**config.mk**
```make
export PLATFORM = sky130hd
export DESIGN_NAME = gws_cmp
export DESIGN_NICKNAME = d
export VERILOG_FILES = /design/src/design/gws_pkg.sv /design/src/design/gws_cmp.sv
export SDC_FILE = /design/constraint.sdc
export NUM_CORES = 1
export LEC_CHECK = 0
export BUFFER_PORTS_ARGS = -buffer_cell sky130_fd_sc_hd__buf_2
export CAP_MARGIN = 10
export CORE_AREA = 2 2 134 136
export DETAILED_ROUTE_END_ITERATION = 12
export DIE_AREA = 0 0 136 138
export GPL_TIMING_DRIVEN = 0
export MAX_ROUTING_LAYER = met4
export PLACE_DENSITY = 0.61
export RECOVER_POWER = 100
export SETUP_SLACK_MARGIN = 0.02
export SYNTH_ARGS = -nofsm -noshare
export SYNTH_HDL_FRONTEND = slang
export SYNTH_SLANG_ARGS = --single-unit
```
**constraint.sdc**
```tcl
create_clock -name vclk -period 3.8
set_input_delay 0 -clock vclk [all_inputs]
set_output_delay 0 -clock vclk [all_outputs]
set_load 0.02 [all_outputs]
```
**src/design/gws_pkg.sv**
```systemverilog
// package for the grid word search block
// payload structs, register indexes and default sizes; no dependencies

package gws_pkg;

   localparam int NUM_WORDS = 5;
   localparam int CHAR_W = 8;
   localparam int WORD_W = 64;
   localparam int CSR_INDEX_W = 3;

   localparam int GRID_ROWS_DEF = 128;
   localparam int GRID_COLS_DEF = 256;
   localparam int WORD_CHARS_DEF = 8;

   localparam logic CMD_WRITE = 1'b0;
   localparam logic CMD_QUERY = 1'b1;

   localparam logic [CSR_INDEX_W-1:0] REG_WORD_ZERO = 3'd0;
   localparam logic [CSR_INDEX_W-1:0] REG_WORD_ONE = 3'd1;
   localparam logic [CSR_INDEX_W-1:0] REG_WORD_TWO = 3'd2;
   localparam logic [CSR_INDEX_W-1:0] REG_WORD_THREE = 3'd3;
   localparam logic [CSR_INDEX_W-1:0] REG_WORD_FOUR = 3'd4;

   typedef logic [NUM_WORDS-1:0][WORD_W-1:0] words_type;

   typedef struct packed {
      logic command;
      logic [6:0] row;
      logic [7:0] col;
      logic [7:0] character;
   } req_type;

   typedef struct packed {
      logic [NUM_WORDS-1:0] row_matches;
      logic [NUM_WORDS-1:0] column_matches;
   } rsp_type;

endpackage

```
**src/design/gws_cmp.sv**
```systemverilog
// shared compare unit: checks one grid cell against character m of all words
// depends on gws_pkg

module gws_cmp #(
   parameter int WORD_CHARS = gws_pkg::WORD_CHARS_DEF,
   parameter int MW = 3
) (
   input  gws_pkg::words_type            words,
   input  logic [MW-1:0]                 char_pos,
   input  logic [gws_pkg::CHAR_W-1:0]    grid_char,
   input  logic                          cell_oob,
   output logic [gws_pkg::NUM_WORDS-1:0] hit,
   output logic [gws_pkg::NUM_WORDS-1:0] nonempty
);
   import gws_pkg::*;

   logic [CHAR_W-1:0] word_byte [NUM_WORDS][WORD_CHARS];
   // live[k][m]: characters 0..m of word k are all nonzero
   logic [WORD_CHARS-1:0] live [NUM_WORDS];

   always_comb begin
      for (int k = 0; k < NUM_WORDS; k++) begin
         for (int j = 0; j < WORD_CHARS; j++) begin
            word_byte[k][j] = words[k][CHAR_W*j +: CHAR_W];
         end
         live[k][0] = (word_byte[k][0] != '0);
         for (int j = 1; j < WORD_CHARS; j++) begin
            live[k][j] = live[k][j-1] && (word_byte[k][j] != '0);
         end
      end
   end

   always_comb begin
      for (int k = 0; k < NUM_WORDS; k++) begin
         nonempty[k] = live[k][0];
         // past the end of the word nothing is checked
         hit[k] = !live[k][char_pos] || (!cell_oob && grid_char == word_byte[k][char_pos]);
      end
   end

endmodule

```
== Word-level counts from Yosys, hierarchy flattened ==
Cells that the tools add are included.
Cells by class
  bitwise logic cells: 1
  muxes and demuxes: 25
  reductions and logical operators: 91
  eq/ne operators: 5
  magnitude comparators: 2
Operators with widths (number)
  nonzero test 8 bit: 40
  binary-select mux 8 bit (select 3 bit): 5
  two-way mux 8 bit: 10
  == test 8 bit: 5
  logical AND 1 bit: 40
  binary-select mux 1 bit (select 3 bit): 5
  zero test 1 bit: 6
  logical OR 1 bit: 5
  two-way mux 1 bit: 5
  greater-or-equal comparator 4 bit (second input constant): 1
  < comparator 3 x 4 -> 1 bit (second input constant): 1
  inverter 3 -> 4 bit: 1
Word-level totals
  register bits: 0
  output and inout port bits: 10
  logic and storage cells: 124

== Depth between registers and ports, before layout ==
Gate-level depths: netlist of the first run.
  depth after elaboration: 12
  mapped depth: 10
  depth with buffers taken out: 6

== Least setup slack after synthesis of the first run ==
No wires, ideal clock.
  path type: input to output
  from: in char_pos[1]
  to: out hit[4] (netlist bit)
  buffers on the path: 3
  arrival: 2129 ps
  stages on the path: 8
  setup slack: 1671 ps
  required time: 3800 ps
  cell sequence: buf_6 buf_6 buf_6 mux4_2 mux2i_1 xor2_1 nand3_1 o41ai_1
Between the ends
  word-level cells in the longest chain between the ends: 7
  elaborated cells on any way between the ends: 10
  classes of those cells: 1 x eq/ne; 5 x mux; 1 x bitwise; 3 x reduce/logical
Ends and longest elaborated chain
  start, declared: line gws_cmp.sv:9  | input logic [MW-1:0] char_pos,
  inverter 3 -> 4 bit (not written as such): line gws_cmp.sv:37  | hit[k] = !live[k][char_pos] || (!cell_oob && grid_char == word_byte[k][char_pos]);
  binary-select mux 8 bit (select 3 bit): line gws_cmp.sv:37
  two-way mux 8 bit (not written as such) (2 in series): line gws_cmp.sv:37
  == test 8 bit: line gws_cmp.sv:37
  logical AND 1 bit: line gws_cmp.sv:37
  logical OR 1 bit *: line gws_cmp.sv:37
  end, declared: line gws_cmp.sv:12  | output logic [gws_pkg::NUM_WORDS-1:0] hit,
Every way passes the cells marked *; elsewhere a longest branch is shown, timed or not. The select of a mux whose other input is x is not followed.

== Worst setup path after layout of the first run ==
  from: in char_pos[2]
  to: out hit[4] (netlist bit)
The elaborated chain is that of the path after synthesis.

==> run_results.csv, run 1 <==
group,metric,value,unit
run_status,status,"finished, final reports clean",
yosys,synth_area_leaders,"mux4_2, mux2i_1, nor4_1, xor2_1, nand2_1",
global_routing,grt_start_max_net_pins,11,
global_routing,grtUsageTotal,25.45,%
placed_design,place.gp.congestion,0.9671,
timing,rsz0062_at_grt,"false",
yosys,mappedNetlistArea,3820,sq um
placed_design,dpl_cell_area,5768,sq um
final_layout,finish.instance_area,5758,sq um
drt,via_per_inst,5.756,
final_layout,num_antenna_cells,0,
drt,drtAntennaViolNets,0,
floorplan,fp-row-count,49,
power,seq_power_share,0,%
drt,wire_per_inst,25.58,microns
floorplan,io_pins,342,
global_routing,grt_pass1_wl,34800,microns
worst_setup_path,crit_type,"input port to output pin",
timing,relSlewSlack,41.72,%
power,power.density,118.2,nW/um^2
yosys,synth_most_common_cell,"nor4_1",
power,intPower,0.3408,mW
final_layout,flops_and_latches,0,
floorplan,die_h,138,microns
power,clockPowerShare,0,%
worst_setup_path,cp-start-kind,"input port",
final_layout,clkbuf_count,0,
power,p_sw,0.3397,mW
global_routing,antenna_found_initial,0,
timing,finalHoldViolCount,0,
cts,ctsHoldBuffers,0,
yosys,ys_seq_area_share,0,%
yosys,synthesis.nets,731,
worst_setup_path,cp_data_arrival_time,3.22,ns
cts,cts_setup_buffers,0,
drt,vias,5526,
yosys,synthCells,399,
yosys,synth_cell_type_count,42,
timing,slew_violations,0,
final_layout,drive_gt1_share,57.05,%
drt,first_pass_iters,5,
global_routing,overflow,0,
timing,fin_crit,3.223,ns
timing,tightestPinTransition,0.8742,ns
floorplan,dieArea,18770,sq um
drt,remaining_drc_errors,0,
worst_setup_path,worst_ep_required_time,3.80,ns
timing,timing.setup.tns,0,ns
drt,drt-total-wl,24550,microns
yosys,synth.largest_area_cell,"mux4_2",
final_layout,regArea,0,sq um
drt,drtIter0Drc,534,
timing,finalCritPeriodShare,84.81,%
worst_setup_path,critPathCaptureType,"output pin",
power,ir_drop,0.04348,mV
power,p_leak,2.625,nW
cts,ctsResizeCount,0,
global_routing,first_global_vias,5850,
timing,setup-violations-final,0,
floorplan,initial_core_util,21.79,%
power,p_total,0.6805,mW
floorplan,core,17530,sq um
power,p_comb_share,100.0,%
final_layout,areaGrowthSynthToFinish,50.74,%
power,switching_share,49.92,%
placed_design,portBuffers,332,
worst_setup_path,worst-path-max-fanout,10,
floorplan,die_x,136,microns
placed_design,place_hpwl,20870,microns
final_layout,fin_nets,1065,
worst_hold_path,hold_path.class,"input port to output pin",
timing,fin_hold_ws,0.4556,ns
yosys,syn_area_per_cell,9.574,sq um
yosys,yosys_warnings,0,
timing,fmax,310.3,MHz
flow_run,cap_viol_max_count,0,
yosys,synth.top_cell.area_share,40.09,%
yosys,synth_common_cells,"nor4_1, mux4_2, mux2i_1",
-- power by group through the flow --
stage	Sequential, mW	Combinational (mW)	Clock (mW)
3_3_place_gp	0	0.673	0
6_report	0	0.681	0
5_1_grt	0	0.725	0
4_1_cts	0	0.676	0
3_5_place_dp	0	0.675	0
2_1_floorplan	0	0.343	0
-- stage by stage --
stage | worst slack (ns) | cells | utilization [%]
4_1_cts | 0.6333 | 960 | 32.90
3_5_place_dp | 0.6334 | 960 | 32.90
3_3_place_gp | 0.6007 | 960 | 32.90
6_report | 0.5771 | 960 | 32.84
2_1_floorplan | 1.671 | 399 | -
5_1_grt | 0.4029 | 960 | 32.84
-- routing by layer --
metal,up-vias,wire [microns],track usage [%]
li1,2374,-,-
met5,-,0,-
met1,2667,9611,31.78
met4,0,455,4.496
met3,45,2356,4.327
met2,440,12130,43.45
-- critical path: stages --
cell and delay, ns:
buf_2 0.11, buf_2 0.31, buf_2 0.36, clkbuf_1 0.56, clkbuf_1 0.67, nor2_1 0.42, o211ai_1 0.27, a211oi_1 0.07
o41ai_1 0.15, clkbuf_1 0.29
-- layout by cell type (no fill, tap or decap), types with 2 or more instances in the layout --
| cell | Yosys | final |
|---|---|---|
| buf_1 | 7 | 7 |
| a22oi_1 | 4 | 4 |
| nand4_1 | 12 | 12 |
| nor2_1 | 15 | 15 |
| nand3_1 | 10 | 10 |
| xor2_1 | 33 | 33 |
| o211ai_1 | 3 | 3 |
| nor2b_1 | 5 | 5 |
| a222oi_1 | 3 | 3 |
| xnor2_1 | 7 | 7 |
| a21oi_1 | 4 | 4 |
| a2111o_1 | 2 | 2 |
| clkbuf_1 | 5 | 13 |
| buf_6 | 7 | 7 |
| nor3_1 | 3 | 3 |
| buf_4 | 4 | 4 |
| nor4_1 | 75 | 75 |
| o21ai_0 | 3 | 3 |
| mux4_2 | 68 | 68 |
| a221oi_1 | 2 | 2 |
| buf_2 | 12 | 336 |
| nand3b_1 | 2 | 2 |
| nand2_1 | 38 | 38 |
| mux2i_1 | 55 | 55 |
| a22o_1 | 3 | 3 |
-- cells by family after synthesis --
kind of cell	share of synthesized area (%)
and+or+nand+nor	23.45
muxes	55.09
xor gates and xnor gates	9.171
buffers and inverters	5.700
AOI/OAI and AO/OA	6.584
-- layout make-up --
type                       count  area, sq um
fill                        1965        11780
buffer                        35        214.0
inverter                       1        3.754
multi-input combinational    363         3602
timing repair buffer         332         1652
tap                          229        286.5
-- worst paths after layout --
check | slack, ns | start | endpoint | depth (start not counted)
worst max-delay path | 0.58 | char_pos[2] | hit[4] | 10
worst min-delay path | 0.46 | words[199] | nonempty[3] | 4
No activity file was read; power rests on OpenSTA's default activity.
==> inputs of run 2 (changes only) <==
--- a/config.mk
+++ b/config.mk
@@ -12,7 +12,7 @@
 export DIE_AREA = 0 0 136 138
 export GPL_TIMING_DRIVEN = 0
 export MAX_ROUTING_LAYER = met4
-export PLACE_DENSITY = 0.61
+export PLACE_DENSITY = 0.63
 export RECOVER_POWER = 100
 export SETUP_SLACK_MARGIN = 0.02
 export SYNTH_ARGS = -nofsm -noshare
==> constraint.sdc (replaced) <==
create_clock -name vclk -period 2.9
set_input_delay 0 -clock vclk [all_inputs]
set_output_delay 0 -clock vclk [all_outputs]
set_load 0.02 [all_outputs]
==> run 2 against run 1 <==
Sequential cell count did not move. Global-route usage rose by 0.23 points. First-iteration DRC count fell by 0.75%. Worst hold slack improved by 0.0069 ns. Power rose by 32%. Cell area rose by 0.15%. Setup slack got worse by 0.43 ns. Utilization barely moved. Critical endpoint unchanged. Largest cell class unchanged. Largest power group unchanged.
==> run_results.csv, run 2 (synthesis results as in run 1) <==
group,metric,value,unit
run_status,status,"finished, final reports clean",
worst_setup_path,cpMostUsedCell,"buf_2",
worst_setup_path,crit_type,"input port to output pin",
power,switching_share,50.01,%
timing,fin_ws,0.1510,ns
timing,finalCritPeriodShare,94.79,%
final_layout,post-route-util,32.89,%
final_layout,layout_commonest_cell,"buf_2",
final_layout,num_antenna_cells,0,
cts,ctsHoldBuffers,0,
timing,fin_crit,2.749,ns
placed_design,placedCellCount,960,
floorplan,dieArea,18770,sq um
global_routing,antenna_found_initial,0,
flow_run,cap_viol_max_count,0,
timing,rsz0062_at_grt,"false",
power,power.density,155.2,nW/um^2
floorplan,core,17530,sq um
worst_setup_path,crit_slowest_cell,"buf_2",
global_routing,first_global_vias,5684,
placed_design,place_hpwl,21090,microns
timing,relSlewSlack,46.06,%
placed_design,dp_slack,-0.3127,ns
drt,first_pass_iters,5,
global_routing,grt_start_max_net_pins,11,
final_layout,drive_gt1_share,57.87,%
global_routing,grt_pass1_wl,35070,microns
worst_setup_path,cp-startpoint,"char_pos[2]",
global_routing,grtUsageTotal,25.68,%
worst_setup_path,worst-path-max-fanout,10,
power,seq_power_share,0,%
final_layout,fill_cells,1973,
worst_hold_path,holdPathEnd,"nonempty[3]",
placed_design,portBuffers,332,
worst_setup_path,cp_data_arrival_time,2.75,ns
placed_design,place.gp.congestion,0.9249,
timing,tightestPinTransition,0.8091,ns
final_layout,fin_nets,1065,
global_routing,overflow,0,
final_layout,multi_input_area,3605,sq um
timing,timing.setup.tns,0,ns
floorplan,io_pins,342,
power,ir_drop,0.04575,mV
power,p_comb_share,100.0,%
timing,setup-violations-final,0,
worst_setup_path,worst_ep_required_time,2.90,ns
drt,drtIter0Drc,530,
worst_setup_path,worstPathCellList,"clkbuf_2, buf_2, buf_2, buf_2, mux2i_1, a22oi_1, nand2_1, xor2_1, nand4_1, o41ai_1, buf_2",
drt,wire_per_inst,25.98,microns
drt,remaining_drc_errors,0,
floorplan,die_x,136,microns
drt,via_per_inst,5.726,
final_layout,clkbuf_count,0,
worst_setup_path,cp-start-kind,"input port",
worst_setup_path,critPathCaptureType,"output pin",
floorplan,initial_core_util,21.79,%
final_layout,regArea,0,sq um
timing,slew_violations,0,
final_layout,stdcell_count,960,
drt,vias,5497,
power,p_sw,0.4476,mW
final_layout,final_cell_mix,"buf_2, nor4_1, mux4_2",
final_layout,flops_and_latches,0,
power,clockPowerShare,0,%
timing,finalHoldViolCount,0,
drt,drtAntennaViolNets,0,
timing,fmax,363.8,MHz
worst_hold_path,min_from,"words[199]",
worst_hold_path,holdPathStages,4,
drt,drt-total-wl,24940,microns
final_layout,areaGrowthSynthToFinish,50.97,%
power,intPower,0.4474,mW
power,p_leak,2.645,nW
timing,fin_hold_ws,0.4625,ns
worst_setup_path,slowest_delay,0.43,ns
floorplan,fp-row-count,49,
floorplan,die_h,138,microns
worst_hold_path,hold_path.class,"input port to output pin",
cts,cts_setup_buffers,0,
[run 2: cell types whose count changed in the layout (fill, tap and decap cells not counted), sizes merged]
cell | previous run | this run
buf | 354 | 355
clkbuf | 13 | 12
[run 2: worst max-delay path by stage]
stage	cells past startpoint	endpoint	slack, ns
after floorplan	8	hit[4]	0.77
after global placement	10	hit[4]	-0.31
after detailed placement	10	hit[4]	-0.31
after CTS	9	hit[3]	0.13
after global routing	10	hit[3]	0.02
final	11	hit[4]	0.15
[run 2: what timing repair did]
| action | in CTS | in global routing |
|---|---|---|
| gates resized for setup | 2 | 2 |
| endpoints found under the hold margin | 0 | 0 |
| pin swaps | 0 | 0 |
| endpoints found under the setup margin | 5 | 2 |
[run 2: metal layers]
metal	wire, microns	up-vias	global-route usage [%]	part of all wire [%]
li1	-	2369	-	-
met1	10150	2690	33.26	41
met2	12440	390	44.22	50
met3	1966	48	2.934	7.9
met4	390	0	3.015	1.6
met5	0	-	-	0
[run 2: per-stage QoR]
| stage | cell area, sq um | power [mW] |
|---|---|---|
| after floorplan | 3820 | 0.4490 |
| after global placement | 5768 | 0.8810 |
| after detailed placement | 5768 | 0.8840 |
| after CTS | 5772 | 0.8869 |
| after global routing | 5767 | 0.9508 |
| final | 5767 | 0.8950 |
[run 2: critical path: cells and delay by family]
| kind | cells | cell delay, ns |
|---|---|---|
| muxes | 1 | 0.37 |
| and+or+nand+nor | 2 | 0.21 |
| AOI/OAI and AO/OA | 2 | 0.53 |
| buffers and inverters | 5 | 1.47 |
| xor gates and xnor gates | 1 | 0.15 |
[run 2: cell type report]
cell class,count,area share (%)
buffer,35,3.754
inverter,1,0.06509
multi-input combinational,363,62.51
tap,229,4.969
timing repair buffer,332,28.70
[run 2: power by group through the flow]
| stage | registers (mW) | clock network, mW | logic [mW] |
|---|---|---|---|
| 6_report | 0 | 0 | 0.895 |
| 5_1_grt | 0 | 0 | 0.951 |
| 4_1_cts | 0 | 0 | 0.887 |
| 3_3_place_gp | 0 | 0 | 0.881 |
| 2_1_floorplan | 0 | 0 | 0.449 |
| 3_5_place_dp | 0 | 0 | 0.884 |
